[src/design/two_list_set_operations_core_macros.svh]
// assertion helpers shared by the design files
`ifndef TWO_LIST_SET_OPERATIONS_CORE_MACROS_SVH
`define TWO_LIST_SET_OPERATIONS_CORE_MACROS_SVH

// same-cycle implication, off during reset
`define TLSO_ASSERT_IMP(lbl, clk, rst_n, ante, cons) \
    lbl: assert property (@(posedge clk) disable iff (!rst_n) (ante) |-> (cons)) \
        else $error("tlso: same-cycle check failed");

// next-cycle implication, off during reset
`define TLSO_ASSERT_NXT(lbl, clk, rst_n, ante, cons) \
    lbl: assert property (@(posedge clk) disable iff (!rst_n) (ante) |=> (cons)) \
        else $error("tlso: next-cycle check failed");

`endif

[src/design/tlso_pkg.sv]
`default_nettype none

package tlso_pkg;

    // field widths
    localparam int WORD_W      = 32;
    localparam int REQ_W       = 2;
    localparam int SEC_W       = 3;
    localparam int MAX_LEN_DEF = 8;

    // request codes
    localparam logic [REQ_W-1:0] REQ_LOAD_A = 2'd0;
    localparam logic [REQ_W-1:0] REQ_LOAD_B = 2'd1;
    localparam logic [REQ_W-1:0] REQ_RUN    = 2'd2;

    // section codes
    localparam logic [SEC_W-1:0] SEC_CAT     = 3'd0;
    localparam logic [SEC_W-1:0] SEC_COMMON  = 3'd1;
    localparam logic [SEC_W-1:0] SEC_A_ONLY  = 3'd2;
    localparam logic [SEC_W-1:0] SEC_B_ONLY  = 3'd3;
    localparam logic [SEC_W-1:0] SEC_A_ONLY2 = 3'd4;
    localparam logic [SEC_W-1:0] SEC_B_ONLY2 = 3'd5;

    // sequencer phases
    typedef enum logic [3:0] {
        P_IDLE,
        P_MATCH,
        P_CAT_A,
        P_CAT_B,
        P_COMMON,
        P_A_ONLY,
        P_B_ONLY,
        P_A_ONLY2,
        P_B_ONLY2,
        P_FLUSH
    } t_phase;

    // read stage info handed from the sequencer to the output stage
    typedef struct packed {
        logic             d_vld;
        logic             d_keep;
        logic [SEC_W-1:0] d_sec;
        logic             d_from_b;
        logic             flush;
        logic             ovf;
    } t_emit_ctl;

    // output stage status back to the sequencer
    typedef struct packed {
        logic adv;
    } t_out_stat;

    // section tag of an emitting phase
    function automatic logic [SEC_W-1:0] phase_sec(input t_phase ph);
        logic [SEC_W-1:0] sec;
        case (ph)
            P_COMMON:  sec = SEC_COMMON;
            P_A_ONLY:  sec = SEC_A_ONLY;
            P_B_ONLY:  sec = SEC_B_ONLY;
            P_A_ONLY2: sec = SEC_A_ONLY2;
            P_B_ONLY2: sec = SEC_B_ONLY2;
            default:   sec = SEC_CAT;
        endcase
        return sec;
    endfunction

    // phases that walk list b
    function automatic logic phase_from_b(input t_phase ph);
        logic fb;
        case (ph)
            P_CAT_B, P_B_ONLY, P_B_ONLY2: fb = 1'b1;
            default:                      fb = 1'b0;
        endcase
        return fb;
    endfunction

    // order of the emitting phases
    function automatic t_phase phase_next(input t_phase ph);
        t_phase nx;
        case (ph)
            P_CAT_A:   nx = P_CAT_B;
            P_CAT_B:   nx = P_COMMON;
            P_COMMON:  nx = P_A_ONLY;
            P_A_ONLY:  nx = P_B_ONLY;
            P_B_ONLY:  nx = P_A_ONLY2;
            P_A_ONLY2: nx = P_B_ONLY2;
            P_B_ONLY2: nx = P_FLUSH;
            default:   nx = P_IDLE;
        endcase
        return nx;
    endfunction

endpackage

`default_nettype wire

[src/design/tlso_if.sv]
`default_nettype none

// request channel
interface tlso_in_if import tlso_pkg::*;
();
    logic                     valid;
    logic                     ready;
    logic [REQ_W-1:0]         req_type;
    logic signed [WORD_W-1:0] value;

    modport source (output valid, output req_type, output value, input ready);
    modport sink   (input valid, input req_type, input value, output ready);
endinterface

// result channel
interface tlso_out_if import tlso_pkg::*;
();
    logic                     valid;
    logic                     ready;
    logic signed [WORD_W-1:0] value_res;
    logic [SEC_W-1:0]         section;
    logic                     is_last;
    logic                     overflow;

    modport source (output valid, output value_res, output section, output is_last,
                    output overflow, input ready);
    modport sink   (input valid, input value_res, input section, input is_last,
                    input overflow, output ready);
endinterface

`default_nettype wire

[src/design/two_list_set_operations_core.sv]
// Two-list set operations core.
// Request channel i_in: req_type load A, load B or run; value is the element to append.
// Result channel o_out: value_res, section tag, is_last on the final word of a run,
// and overflow when a load hit a full list since the previous run.
// Loads are taken one per cycle and write list A or B at its fill count; a load
// to a full list is dropped. A run first sweeps every (A, B) pair, one pair per
// cycle through the two list RAMs, to mark membership. It then walks the lists
// for the seven emitting passes (A and B for the concatenation, common, A-only,
// B-only and the two repeats), one RAM read per cycle while the output advances,
// then a drain step; at most one word leaves per cycle. Each word waits one stage
// so the final one can carry the last flag.
// New requests are held off until the run has been fully issued.
// A stalled receiver freezes the list walk; the word on the output holds and
// nothing is lost. Reset empties both lists and clears the dropped flag; the
// list RAMs themselves are not cleared.
`default_nettype none

module two_list_set_operations_core import tlso_pkg::*; #(
    parameter int MAX_LEN = MAX_LEN_DEF
) (
    input  wire logic  i_clk,
    input  wire logic  i_rst_n,
    tlso_in_if.sink    i_in,
    tlso_out_if.source o_out
);

    localparam int IDX_W = (MAX_LEN > 1) ? $clog2(MAX_LEN) : 1;

    t_emit_ctl         ctl;
    t_out_stat         stat;
    logic              we_a;
    logic              we_b;
    logic [IDX_W-1:0]  waddr_a;
    logic [IDX_W-1:0]  waddr_b;
    logic [WORD_W-1:0] wdata;
    logic [IDX_W-1:0]  raddr_a;
    logic [IDX_W-1:0]  raddr_b;
    logic [WORD_W-1:0] rdata_a;
    logic [WORD_W-1:0] rdata_b;

    // list A storage
    tlso_ram #(
        .WIDTH (WORD_W),
        .DEPTH (MAX_LEN)
    ) u_ram_a (
        .i_clk   (i_clk),
        .i_we    (we_a),
        .i_waddr (waddr_a),
        .i_wdata (wdata),
        .i_raddr (raddr_a),
        .o_rdata (rdata_a)
    );

    // list B storage
    tlso_ram #(
        .WIDTH (WORD_W),
        .DEPTH (MAX_LEN)
    ) u_ram_b (
        .i_clk   (i_clk),
        .i_we    (we_b),
        .i_waddr (waddr_b),
        .i_wdata (wdata),
        .i_raddr (raddr_b),
        .o_rdata (rdata_b)
    );

    // sequencer
    tlso_ctrl #(
        .MAX_LEN (MAX_LEN)
    ) u_ctrl (
        .i_clk      (i_clk),
        .i_rst_n    (i_rst_n),
        .i_in_valid (i_in.valid),
        .i_req_type (i_in.req_type),
        .i_value    (i_in.value),
        .o_in_ready (i_in.ready),
        .i_stat     (stat),
        .o_ctl      (ctl),
        .o_we_a     (we_a),
        .o_we_b     (we_b),
        .o_waddr_a  (waddr_a),
        .o_waddr_b  (waddr_b),
        .o_wdata    (wdata),
        .o_raddr_a  (raddr_a),
        .o_raddr_b  (raddr_b),
        .i_rdata_a  (rdata_a),
        .i_rdata_b  (rdata_b)
    );

    // result staging
    tlso_out u_out (
        .i_clk     (i_clk),
        .i_rst_n   (i_rst_n),
        .i_ctl     (ctl),
        .i_rdata_a (rdata_a),
        .i_rdata_b (rdata_b),
        .o_stat    (stat),
        .o_out     (o_out)
    );

endmodule

`default_nettype wire

[src/design/tlso_ram.sv]
`default_nettype none

module tlso_ram #(
    parameter int WIDTH = 32,
    parameter int DEPTH = 8,
    localparam int AW = (DEPTH > 1) ? $clog2(DEPTH) : 1
) (
    input  wire logic             i_clk,
    input  wire logic             i_we,
    input  wire logic [AW-1:0]    i_waddr,
    input  wire logic [WIDTH-1:0] i_wdata,
    input  wire logic [AW-1:0]    i_raddr,
    output logic      [WIDTH-1:0] o_rdata
);

    logic [WIDTH-1:0] r_mem [DEPTH];
    logic [WIDTH-1:0] r_rdata;

    // one write port, registered read port
    always_ff @(posedge i_clk) begin
        if (i_we) begin
            r_mem[i_waddr] <= i_wdata;
        end
        r_rdata <= r_mem[i_raddr];
    end

    assign o_rdata = r_rdata;

endmodule

`default_nettype wire

[src/design/tlso_ctrl.sv]
`default_nettype none

`include "two_list_set_operations_core_macros.svh"

module tlso_ctrl import tlso_pkg::*; #(
    parameter int MAX_LEN = MAX_LEN_DEF,
    localparam int IDX_W = (MAX_LEN > 1) ? $clog2(MAX_LEN) : 1
) (
    input  wire logic              i_clk,
    input  wire logic              i_rst_n,
    input  wire logic              i_in_valid,
    input  wire logic [REQ_W-1:0]  i_req_type,
    input  wire logic [WORD_W-1:0] i_value,
    output logic                   o_in_ready,
    input  wire t_out_stat         i_stat,
    output t_emit_ctl              o_ctl,
    output logic                   o_we_a,
    output logic                   o_we_b,
    output logic [IDX_W-1:0]       o_waddr_a,
    output logic [IDX_W-1:0]       o_waddr_b,
    output logic [WORD_W-1:0]      o_wdata,
    output logic [IDX_W-1:0]       o_raddr_a,
    output logic [IDX_W-1:0]       o_raddr_b,
    input  wire logic [WORD_W-1:0] i_rdata_a,
    input  wire logic [WORD_W-1:0] i_rdata_b
);

    localparam int CNT_W = $clog2(MAX_LEN + 1);
    localparam logic [CNT_W-1:0] ONE_C   = CNT_W'(1);
    localparam logic [CNT_W-1:0] LEN_MAX = CNT_W'(MAX_LEN);

    t_phase             r_phase, n_phase;
    logic [CNT_W-1:0]   r_cnt_a, n_cnt_a;
    logic [CNT_W-1:0]   r_cnt_b, n_cnt_b;
    logic               r_drop, n_drop;
    logic               r_ovf, n_ovf;
    logic [CNT_W-1:0]   r_i, n_i;
    logic [CNT_W-1:0]   r_j, n_j;
    logic [CNT_W-1:0]   r_k, n_k;
    logic               r_m_vld, n_m_vld;
    logic [IDX_W-1:0]   r_m_i, n_m_i;
    logic [IDX_W-1:0]   r_m_j, n_m_j;
    logic [MAX_LEN-1:0] r_in_a, n_in_a;
    logic [MAX_LEN-1:0] r_in_b, n_in_b;
    logic               r_d_vld, n_d_vld;
    t_phase             r_d_phase, n_d_phase;
    logic [IDX_W-1:0]   r_d_idx, n_d_idx;

    logic             in_acc;
    logic             m_issue;
    logic             match_done;
    logic [CNT_W-1:0] emit_len;
    logic             emit_issue;
    logic             emit_end;
    logic             d_keep;

    assign in_acc     = i_in_valid && o_in_ready;
    assign m_issue    = (r_cnt_a != '0) && (r_cnt_b != '0);
    assign match_done = !m_issue || ((r_i + ONE_C == r_cnt_a) && (r_j + ONE_C == r_cnt_b));
    assign emit_len   = phase_from_b(r_phase) ? r_cnt_b : r_cnt_a;
    assign emit_issue = r_k < emit_len;
    assign emit_end   = (r_k + ONE_C) >= emit_len;

    // next phase
    always_comb begin
        n_phase = r_phase;
        case (r_phase)
            P_IDLE: begin
                if (in_acc && i_req_type == REQ_RUN) begin
                    n_phase = P_MATCH;
                end
            end
            P_MATCH: begin
                if (match_done) begin
                    n_phase = P_CAT_A;
                end
            end
            P_FLUSH: begin
                if (i_stat.adv && !r_d_vld) begin
                    n_phase = P_IDLE;
                end
            end
            default: begin
                if (i_stat.adv && emit_end) begin
                    n_phase = phase_next(r_phase);
                end
            end
        endcase
    end

    // loads, membership pass and list walk
    always_comb begin
        o_in_ready = 1'b0;
        o_we_a     = 1'b0;
        o_we_b     = 1'b0;
        n_cnt_a    = r_cnt_a;
        n_cnt_b    = r_cnt_b;
        n_drop     = r_drop;
        n_ovf      = r_ovf;
        n_i        = r_i;
        n_j        = r_j;
        n_k        = r_k;
        n_m_vld    = 1'b0;
        n_m_i      = r_i[IDX_W-1:0];
        n_m_j      = r_j[IDX_W-1:0];
        n_in_a     = r_in_a;
        n_in_b     = r_in_b;
        n_d_vld    = r_d_vld;
        n_d_phase  = r_d_phase;
        n_d_idx    = r_d_idx;
        case (r_phase)
            P_IDLE: begin
                o_in_ready = 1'b1;
                if (in_acc) begin
                    case (i_req_type)
                        REQ_LOAD_A: begin
                            if (r_cnt_a < LEN_MAX) begin
                                o_we_a  = 1'b1;
                                n_cnt_a = r_cnt_a + ONE_C;
                            end else begin
                                n_drop = 1'b1;
                            end
                        end
                        REQ_LOAD_B: begin
                            if (r_cnt_b < LEN_MAX) begin
                                o_we_b  = 1'b1;
                                n_cnt_b = r_cnt_b + ONE_C;
                            end else begin
                                n_drop = 1'b1;
                            end
                        end
                        REQ_RUN: begin
                            n_ovf  = r_drop;
                            n_drop = 1'b0;
                            n_in_a = '0;
                            n_in_b = '0;
                            n_i    = '0;
                            n_j    = '0;
                            n_k    = '0;
                        end
                        default: begin
                        end
                    endcase
                end
            end
            P_MATCH: begin
                n_m_vld = m_issue;
                if (r_j + ONE_C >= r_cnt_b) begin
                    n_j = '0;
                    n_i = (r_i + ONE_C >= r_cnt_a) ? '0 : r_i + ONE_C;
                end else begin
                    n_j = r_j + ONE_C;
                end
            end
            P_FLUSH: begin
                if (i_stat.adv) begin
                    n_d_vld = 1'b0;
                    if (!r_d_vld) begin
                        n_cnt_a = '0;
                        n_cnt_b = '0;
                    end
                end
            end
            default: begin
                if (i_stat.adv) begin
                    n_d_vld   = emit_issue;
                    n_d_phase = r_phase;
                    n_d_idx   = r_k[IDX_W-1:0];
                    n_k       = emit_end ? '0 : r_k + ONE_C;
                end
            end
        endcase
        // pair compare in the cycle after the reads are issued
        if (r_m_vld && i_rdata_a == i_rdata_b) begin
            n_in_b[r_m_i] = 1'b1;
            n_in_a[r_m_j] = 1'b1;
        end
    end

    // write port follows the fill counts
    assign o_waddr_a = r_cnt_a[IDX_W-1:0];
    assign o_waddr_b = r_cnt_b[IDX_W-1:0];
    assign o_wdata   = i_value;

    // read addresses; a stalled word keeps its entry on the ram output
    always_comb begin
        if (r_phase == P_MATCH) begin
            o_raddr_a = r_i[IDX_W-1:0];
            o_raddr_b = r_j[IDX_W-1:0];
        end else if (!i_stat.adv && r_d_vld) begin
            o_raddr_a = r_d_idx;
            o_raddr_b = r_d_idx;
        end else begin
            o_raddr_a = r_k[IDX_W-1:0];
            o_raddr_b = r_k[IDX_W-1:0];
        end
    end

    // membership filter for the word on the ram output
    always_comb begin
        case (r_d_phase)
            P_COMMON:            d_keep = r_in_b[r_d_idx];
            P_A_ONLY, P_A_ONLY2: d_keep = !r_in_b[r_d_idx];
            P_B_ONLY, P_B_ONLY2: d_keep = !r_in_a[r_d_idx];
            default:             d_keep = 1'b1;
        endcase
    end

    assign o_ctl.d_vld    = r_d_vld;
    assign o_ctl.d_keep   = d_keep;
    assign o_ctl.d_sec    = phase_sec(r_d_phase);
    assign o_ctl.d_from_b = phase_from_b(r_d_phase);
    assign o_ctl.flush    = (r_phase == P_FLUSH);
    assign o_ctl.ovf      = r_ovf;

    // control registers
    always_ff @(posedge i_clk) begin
        if (!i_rst_n) begin
            r_phase <= P_IDLE;
            r_cnt_a <= '0;
            r_cnt_b <= '0;
            r_drop  <= 1'b0;
            r_m_vld <= 1'b0;
            r_d_vld <= 1'b0;
            r_k     <= '0;
        end else begin
            r_phase <= n_phase;
            r_cnt_a <= n_cnt_a;
            r_cnt_b <= n_cnt_b;
            r_drop  <= n_drop;
            r_m_vld <= n_m_vld;
            r_d_vld <= n_d_vld;
            r_k     <= n_k;
        end
    end

    // working registers
    always_ff @(posedge i_clk) begin
        r_ovf     <= n_ovf;
        r_i       <= n_i;
        r_j       <= n_j;
        r_m_i     <= n_m_i;
        r_m_j     <= n_m_j;
        r_in_a    <= n_in_a;
        r_in_b    <= n_in_b;
        r_d_phase <= n_d_phase;
        r_d_idx   <= n_d_idx;
    end

    `TLSO_ASSERT_IMP(a_cnt_bound, i_clk, i_rst_n, 1'b1, r_cnt_a <= LEN_MAX && r_cnt_b <= LEN_MAX)
    `TLSO_ASSERT_IMP(a_word_phase, i_clk, i_rst_n, r_d_vld, r_phase != P_IDLE && r_phase != P_MATCH)
    `TLSO_ASSERT_NXT(a_match_cmp, i_clk, i_rst_n, r_phase == P_MATCH && m_issue, r_m_vld)

endmodule

`default_nettype wire

[src/design/tlso_out.sv]
`default_nettype none

`include "two_list_set_operations_core_macros.svh"

module tlso_out import tlso_pkg::*; (
    input  wire logic              i_clk,
    input  wire logic              i_rst_n,
    input  wire t_emit_ctl         i_ctl,
    input  wire logic [WORD_W-1:0] i_rdata_a,
    input  wire logic [WORD_W-1:0] i_rdata_b,
    output t_out_stat              o_stat,
    tlso_out_if.source             o_out
);

    logic               r_p_vld, n_p_vld;
    logic [WORD_W-1:0]  r_p_val, n_p_val;
    logic [SEC_W-1:0]   r_p_sec, n_p_sec;
    logic               r_p_ovf, n_p_ovf;
    logic               r_o_vld, n_o_vld;
    logic [WORD_W-1:0]  r_o_val, n_o_val;
    logic [SEC_W-1:0]   r_o_sec, n_o_sec;
    logic               r_o_last, n_o_last;
    logic               r_o_ovf, n_o_ovf;

    logic adv;
    logic take_word;
    logic push_last;

    assign adv       = !r_o_vld || o_out.ready;
    assign take_word = i_ctl.d_vld && i_ctl.d_keep;
    assign push_last = i_ctl.flush && !i_ctl.d_vld && r_p_vld;

    // one-deep hold so the final word of a run can carry the last flag
    always_comb begin
        n_p_vld  = r_p_vld;
        n_p_val  = r_p_val;
        n_p_sec  = r_p_sec;
        n_p_ovf  = r_p_ovf;
        n_o_vld  = r_o_vld;
        n_o_val  = r_o_val;
        n_o_sec  = r_o_sec;
        n_o_last = r_o_last;
        n_o_ovf  = r_o_ovf;
        if (adv) begin
            n_o_vld = 1'b0;
            if (take_word) begin
                if (r_p_vld) begin
                    n_o_vld  = 1'b1;
                    n_o_val  = r_p_val;
                    n_o_sec  = r_p_sec;
                    n_o_last = 1'b0;
                    n_o_ovf  = r_p_ovf;
                end
                n_p_vld = 1'b1;
                n_p_val = i_ctl.d_from_b ? i_rdata_b : i_rdata_a;
                n_p_sec = i_ctl.d_sec;
                n_p_ovf = i_ctl.ovf;
            end else if (push_last) begin
                n_o_vld  = 1'b1;
                n_o_val  = r_p_val;
                n_o_sec  = r_p_sec;
                n_o_last = 1'b1;
                n_o_ovf  = r_p_ovf;
                n_p_vld  = 1'b0;
            end
        end
    end

    // valid flags
    always_ff @(posedge i_clk) begin
        if (!i_rst_n) begin
            r_p_vld <= 1'b0;
            r_o_vld <= 1'b0;
        end else begin
            r_p_vld <= n_p_vld;
            r_o_vld <= n_o_vld;
        end
    end

    // payload
    always_ff @(posedge i_clk) begin
        r_p_val  <= n_p_val;
        r_p_sec  <= n_p_sec;
        r_p_ovf  <= n_p_ovf;
        r_o_val  <= n_o_val;
        r_o_sec  <= n_o_sec;
        r_o_last <= n_o_last;
        r_o_ovf  <= n_o_ovf;
    end

    assign o_stat.adv      = adv;

    assign o_out.valid     = r_o_vld;
    assign o_out.value_res = r_o_val;
    assign o_out.section   = r_o_sec;
    assign o_out.is_last   = r_o_last;
    assign o_out.overflow  = r_o_ovf;

    `TLSO_ASSERT_IMP(a_last_drains, i_clk, i_rst_n, r_o_vld && r_o_last, !r_p_vld)
    `TLSO_ASSERT_NXT(a_last_push, i_clk, i_rst_n, adv && push_last, r_o_vld && r_o_last)

endmodule

`default_nettype wire

[src/flat_wrapper.sv]
// flat-port wrapper written by rule: the top's interface ports become plain ports
module two_list_set_operations_core_flat import tlso_pkg::*;
#(
    parameter int MAX_LEN = MAX_LEN_DEF
)
  (i_clk, i_rst_n, i_in_valid, i_in_req_type, i_in_value, i_in_ready, o_out_valid, o_out_value_res, o_out_section, o_out_is_last, o_out_overflow, o_out_ready);
  tlso_in_if i_in_i ();
  tlso_out_if o_out_i ();
  input  wire logic i_clk;
  input  wire logic i_rst_n;
  input wire logic [$bits(i_in_i.valid)-1:0] i_in_valid;
  input wire logic [$bits(i_in_i.req_type)-1:0] i_in_req_type;
  input wire logic [$bits(i_in_i.value)-1:0] i_in_value;
  output wire logic [$bits(i_in_i.ready)-1:0] i_in_ready;
  output wire logic [$bits(o_out_i.valid)-1:0] o_out_valid;
  output wire logic [$bits(o_out_i.value_res)-1:0] o_out_value_res;
  output wire logic [$bits(o_out_i.section)-1:0] o_out_section;
  output wire logic [$bits(o_out_i.is_last)-1:0] o_out_is_last;
  output wire logic [$bits(o_out_i.overflow)-1:0] o_out_overflow;
  input wire logic [$bits(o_out_i.ready)-1:0] o_out_ready;
  assign i_in_i.valid = i_in_valid;
  assign i_in_i.req_type = i_in_req_type;
  assign i_in_i.value = i_in_value;
  assign i_in_ready = i_in_i.ready;
  assign o_out_valid = o_out_i.valid;
  assign o_out_value_res = o_out_i.value_res;
  assign o_out_section = o_out_i.section;
  assign o_out_is_last = o_out_i.is_last;
  assign o_out_overflow = o_out_i.overflow;
  assign o_out_i.ready = o_out_ready;
  two_list_set_operations_core #(.MAX_LEN(MAX_LEN)) u_core (.i_clk(i_clk), .i_rst_n(i_rst_n), .i_in(i_in_i), .o_out(o_out_i));
endmodule
[config.mk]
export PLATFORM = sky130hd
export DESIGN_NAME = two_list_set_operations_core_flat
export DESIGN_NICKNAME = d
export VERILOG_FILES = /design/src/design/tlso_pkg.sv /design/src/design/tlso_if.sv /design/src/design/two_list_set_operations_core.sv /design/src/design/tlso_ram.sv /design/src/design/tlso_ctrl.sv /design/src/design/tlso_out.sv /design/src/flat_wrapper.sv
export VERILOG_INCLUDE_DIRS = /design/src /design/src/design
export SDC_FILE = /design/constraint.sdc
export NUM_CORES = 1
export LEC_CHECK = 0
export ABC_AREA = 0
export BUFFER_PORTS_ARGS = -buffer_cell sky130_fd_sc_hd__clkbuf_2
export CAP_MARGIN = 20
export CORE_ASPECT_RATIO = 0.75
export CORE_MARGIN = 8
export CORE_UTILIZATION = 56
export CTS_BUF_LIST = sky130_fd_sc_hd__clkbuf_16
export DETAILED_ROUTE_END_ITERATION = 12
export PLACE_DENSITY = 0.77
export SLEW_MARGIN = 40
export SYNTH_ARGS = -nofsm -noshare
export SYNTH_HDL_FRONTEND = slang
export SYNTH_SLANG_ARGS = --single-unit
[constraint.sdc]
create_clock -name i_clk -period 4.5 [get_ports i_clk]
set_input_delay 0.225 -clock i_clk [delete_from_list [all_inputs] [get_ports i_clk]]
set_output_delay 0.225 -clock i_clk [all_outputs]
set_load 0.005 [all_outputs]
# Word-level counts from Yosys, hierarchy flattened
# Memory sizes are Yosys's and may differ from the RTL's. A register that Yosys moved wholly into a read port is not among the register bits.
# Cells that the tools add are included.
# word_totals
memories	2
ram_bits	512
input_bits	38
wordCells	222
output_inout_bits	39
register_bits	132
# memory_table
memory	depth	word_bits	rd	rd_ports_with_merged_regs	wr	line	source
u_core.u_ram_a.r_mem	8	32	1	1	1	tlso_ram.sv:16	logic [WIDTH-1:0] r_mem [DEPTH];
u_core.u_ram_b.r_mem	8	32	1	1	1	tlso_ram.sv:16	
# op_classes
n_mux	87
n_bitwise	5
magnitude_cmp	11
n_reduce_logical	52
n_eq_ne	35
addsub	5
# op_table
operator	n
32-bit 2-to-1 mux	4
4-bit 2-to-1 mux	20
8-bit 2-to-1 mux	8
4-bit one-hot mux with 2 select lines	5
1-bit 2-to-1 mux	34
32-bit == test	1
4-bit by 3-bit == test with 1-bit output, second input constant	8
4-bit one-hot mux with 7 select lines	1
2-bit != test, second input constant	11
4-bit by 1-bit adder with 4-bit output, second input constant	5
3-bit 2-to-1 mux	6
8-bit bitwise OR	2
3-bit one-hot mux with 5 select lines	1
1-bit logical AND	13
4-bit by 2-bit == test with 1-bit output, second input constant	3
4-bit == test, second input constant	3
4-bit >= comparator	3
3-bit by 4-bit less-than comparator with 1-bit output, second input constant	3
4-bit one-hot mux with 3 select lines	1
4-bit AND reduction	3
6-bit AND reduction	2
4-bit nonzero test	3
2-bit AND reduction	5
3-bit AND reduction	3
22 further kinds	47

# Depth between registers and ports, before layout
# logic_depth
depth_word	8
mapped_depth	15
mapped_depth_nobuf	13

# Cells and area by module
# Synthesis repeated with hierarchy kept, for this count alone.
# hier_totals
cells_unflattened	1410
area_unflattened_um2	27746.6
# modules_own_cells
mod	area_per_inst_um2	seq_area_each_um2	n_inst	cells_each
tlso_ram	10466.3	8328.0	2	415
tlso_ctrl	3963.8	1301.2	1	458
tlso_out	2850.2	2232.1	1	122

# Least setup slack after synthesis
# Ideal clock, no wire load.
# synth_timing
kind	register to register
start	reg u_core.u_ctrl.r_phase[3]
end	mem u_core.u_ram_a.r_mem[1][0], enable pin
stages_incl_launch_ff	8
setup_time_ps	461
arrival_time_ps	3810
synth_period_minus_slack_ps	4271
n_path_buf	2
required_ps	4039
slack_ps	229
path_cell_list	dfxtp_1 -> buf_2 -> clkbuf_1 -> nor4_2 -> nand2_1 -> nor3_1 -> nand2_1 -> nor3_1
# synth_via
elab_chain_cells	7
# synth_rtl
item	line	source
start: declaration	tlso_ctrl.sv:32	t_phase r_phase, n_phase;
start signal: assignment	tlso_ctrl.sv:227	r_phase <= n_phase;
4-bit zero test	tlso_ctrl.sv:111	case (r_phase)
1-bit 2-to-1 mux	tlso_ctrl.sv:111	
named net i_in_ready	flat_wrapper.sv:14	output wire logic [$bits(i_in_i.ready)-1:0] i_in_ready;
1-bit logical AND	tlso_ctrl.sv:57	assign in_acc = i_in_valid && o_in_ready;
1-bit 2-to-1 mux	tlso_ctrl.sv:114	if (in_acc) begin
1-bit 2-to-1 mux	tlso_ctrl.sv:111	
1-bit 2-to-1 mux	tlso_ram.sv:21	if (i_we) begin
1-bit 2-to-1 mux (implied by the code)	tlso_ram.sv:22	r_mem[i_waddr] <= i_wdata;
end: declaration	tlso_ram.sv:16	
# The timed path passes the listed nets, and every way through them passes these cells.

# Worst setup path in the final report
# layout_timing
start	reg u_core.u_ctrl.r_phase[0]
end	reg u_core.u_ram_b.r_rdata[22] (netlist: u_core.u_ram_b.o_rdata[22]) (read register of u_core.u_ram_b.r_mem)
# layout_via
elab_chain_cells	2
# layout_rtl
item	line	source
4-bit by 1-bit == test with 1-bit output	tlso_ctrl.sv:187	if (r_phase == P_MATCH) begin
3-bit 2-to-1 mux	tlso_ctrl.sv:187	
end: declaration	tlso_ram.sv:17	logic [WIDTH-1:0] r_rdata;
# Every way passes these cells.
# A chain may end at the register's enable or synchronous reset.

==> key figures <==
Status
  • Status: finished clean

Route
  • Routed len/inst: between 20 and 30 um
  • Pre-Repair DR Iteration Count: 5
  • Drt total wl: a little under 60000 um
  • Vias: 13400
  • Met3 Routed Length: 4840 um
  • Initial DRC Count: 1689
  • DRC: 0
  • Final ANT Viol Nets: 0
  • Top sig layer: met5
  • Met1 WL: 24600 um
  • Vias per cell: 6.13
  • Met2 WL: 27500 um

Worst setup path
  • Crit path launch type: register
  • Reg-to-Reg End: u_core.u_ram_b.o_rdata[22]
  • Arrival time worst endpoint: 3.96 ns
  • Cell family with most CP delay: simple AND/OR/NAND/NOR gates
  • Reg-to-reg startpoint: u_core.u_ctrl.r_phase[0]
  • Slowest cell on the critical path: or4b_1
  • Worst path required time: 4.95 ns
  • Slowest stage delay, CP: 0.79 ns
  • CP Max Fanout: 27
  • Reg2Reg Setup Slack: around 1 ns
  • CP Buf/Inv Count: 1
  • Crit-path cells: or4b_1, and3_4, nor2_4, buf_12, mux4_2, mux2_2
  • Crit end category: register
  • Setup Crit Path Kind: register to register
  • Worst Reg-to-Reg Cells: 6

STA
  • Fmax: between 0.2 and 0.3 GHz
  • Setup TNS: 0 ns
  • Worst clock skew: between 0.02 and 0.03 ns
  • Fin crit share: 78.0%
  • Worst slew margin: 45.4%
  • RSZ-0062 raised after global routing: no
  • Final slew viol count: 0
  • Crit path time final: 3.51 ns
  • Worst slew pin tran: between 0.8 and 0.9 ns
  • Final Setup Violations: 0
  • Fin. Hold Viols: 0

Yosys
  • Post-synthesis simple-gate area fraction: 3.77%
  • Synth top area cells: edfxtp_1, mux4_2, dfxtp_1
  • Synth cell types: 62
  • Post-synth EDFFs: approximately 600
  • Area leader, netlist: edfxtp_1
  • Seq/Total Area, Yosys: around 75%
  • Most numerous cell in the Yosys netlist: edfxtp_1
  • Xor-xnor portion of the synthesized cell area: under 10%
  • Synthesized area: 26900 sq um
  • Gate count of the mapped netlist: between 1000 and 1500
  • Post-synthesis mux area share: 15.1%
  • Syn Nets: about 1400
  • Top post-synthesis cells by count: edfxtp_1, mux4_2, dfxtp_1
  • Syn Area/Cell: between 15 and 20 sq um
  • Ys flop type: edfxtp_1
  • Area fraction in compound gates after synthesis: 2.29%
  • Largest family of logic cells by synthesized area: multiplexers
  • Post-synth top area share: 67.0%
  • Flops & latches, synth: around 710
  • Synth Area in Adders: 0.883%
  • YS warnings: 0
  • Async S/R FF share, synth: 0%

Floorplan
  • IO Count: 77
  • Die Y: about 210 um
  • Die width: 269 um
  • FP Rows: between 60 and 70
  • Die ar.: around 55000 sq um
  • Starting Density: 56.8%
  • Core footprint: ~47000 sq um

Layout
  • # diodes: 0
  • Fill cell count: 3081
  • Share of layout cells above drive strength 1: 30.0%
  • Area grow syn2layout: 12.8%
  • Final Util: between 60% and 70%
  • Final Net Count: around 1600

Global route
  • GRT overflow: 0
  • Largest net degree at the start of global routing: 65
  • Vias in the first global route: 13700
  • GR Util All Layers: 21.0%
  • Global-route wire length before repair: 86700 um
  • Initial antenna violation count: 1

Clock tree
  • CTS buffer count: 67
  • Hold buffers post-CTS: 1
  • Clock-pin slew on the worst setup and hold paths: 0.06 ns
  • Clock Sinks: 708
  • CTS max path bufs: 3
  • CTS tree: done
  • H-tree levels: 3
  • # resized after CTS: 0
  • Root Driver: clkbuf_16
  • Clk_lat worst skew: roughly 0.6 ns
  • Post-CTS setup buffer count: 0

Power
  • Flop pwr share: 44.3%
  • Worst vdd ir: 0.000718 V
  • Leakage power: ~10 nW
  • Int Pwr: around 13 mW
  • Combinational cell fraction of total power: approximately 28%
  • P_sw: 5.38 mW
  • Clk pwr share: 28.2%
  • Net Sw Frac: roughly 29%
  • PwrDens: just over 600 nW/um^2

Min path
  • Hold Path End: u_core.u_ram_a.r_mem[3][22]
  • Min-delay src: i_in_value[22]
  • Hold depth: 1
  • Worst Hold Class: primary input to register

Place
  • Port-buffer cells: 76
  • Post-DP HPWL: 33100 um
  • Final RePlAce weighted congestion: 0.807

Run
  • Maxcap violations: 0
final cells by class:
| class | instances | area, sq um | area share [%] |
|---|---|---|---|
| multi-input cells | 580 | 6460 | 21.3 |
| clock buffers | 67 | 1680 | 5.52 |
| clock inverters | 53 | 364 | 1.20 |
| flip-flops and latches | 708 | 20200 | 66.5 |
| inverters | 25 | 93.8 | 0.309 |
| well taps | 639 | 800 | 2.63 |
| repair buffers | 112 | 766 | 2.52 |
per-layer routing:
layer / vias to the layer above / track usage [%]
met5: - / 0
met4: 2 / 4.98
met3: 89 / 5.38
met2: 596 / 33.5
met1: 6974 / 29.2
li1: 5733 / -
logic make-up (layout without fill, tap and decap cells):
family                     Yosys count  in the layout
muxes                              230            230
buffers and inverters               82            257
xor gates and xnor gates            40             40
AOI/OAI and AO/OA                   89             89
DFF                                708            708
and+or+nand+nor                    202            202
adders and majority gates           19             19
placed cells by master (no fill, tap or decap), drive strengths merged, types with 17 or more instances in the layout:
cell	count
clkbuf	144
edfxtp	601
a21oi	20
ha	19
nand3	19
nand2	48
buf	34
xnor2	28
clkinv	17
dfxtp	107
inv	51
mux4	132
nor2	59
mux2	94
worst max-delay path by stage:
stage	end	start	cells after the start
final	u_core.u_ram_b.o_rdata[22]	u_core.u_ctrl.r_phase[0]	6
after global routing	u_core.u_ram_b.o_rdata[24]	u_core.u_ctrl.r_phase[0]	6
after CTS	u_core.u_ram_a.o_rdata[14]	u_core.u_ctrl.r_phase[3]	6
after detailed placement	u_core.u_ram_b.o_rdata[31]	u_core.u_ctrl.r_phase[3]	6
after global placement	u_core.u_ram_b.o_rdata[30]	u_core.u_ctrl.r_phase[3]	6
after floorplan	u_core.u_ram_a.r_mem[1][0]	u_core.u_ctrl.r_phase[3]	7
power groups by stage:
stage	sequential, mW	combinational, mW	clock [mW]
2_1_floorplan	8.19	3.91	0
3_3_place_gp	8.37	4.94	0
3_5_place_dp	8.40	5.10	0
4_1_cts	8.27	5.17	5.37
5_1_grt	8.34	5.51	5.62
6_report	8.28	5.15	5.28
per-stage QoR:
stage                     instance area (sq um)  worst slack (ns)  hold slack [ns]  power, mW  cells
final                                     30400             0.992           0.0478       18.7   2184
after global placement                    28200              1.11            0.401       13.3   2061
after global routing                      30400             0.894           0.0483       19.5   2184
after floorplan                           26900             0.229            0.324       12.1   1370
after detailed placement                  28300              1.02            0.405       13.5   2062
after CTS                                 30300             0.997           0.0171       18.8   2183
registers in the layout, summed over array words and instances (netlist names), 4 cells and up:
register,count
u_core.u_ram_a.o_rdata,32
u_core.u_ram_b.o_rdata,32
u_core.u_ctrl.r_cnt_a,4
u_core.u_ctrl.r_in_a,8
u_core.u_ctrl.r_cnt_b,4
u_core.u_ram_b.r_mem,256
u_core.u_ctrl.r_j,4
u_core.u_ctrl.r_in_b,8
u_core.u_ctrl.r_phase,4
u_core.u_ctrl.r_d_phase,4
u_core.u_ram_a.r_mem,256
u_core.u_ctrl.r_k,4
u_core.u_out.o_out.value_res,32
u_core.u_ctrl.r_i,4
u_core.u_out.r_p_val,32
(Power assumes the default switching activity.)
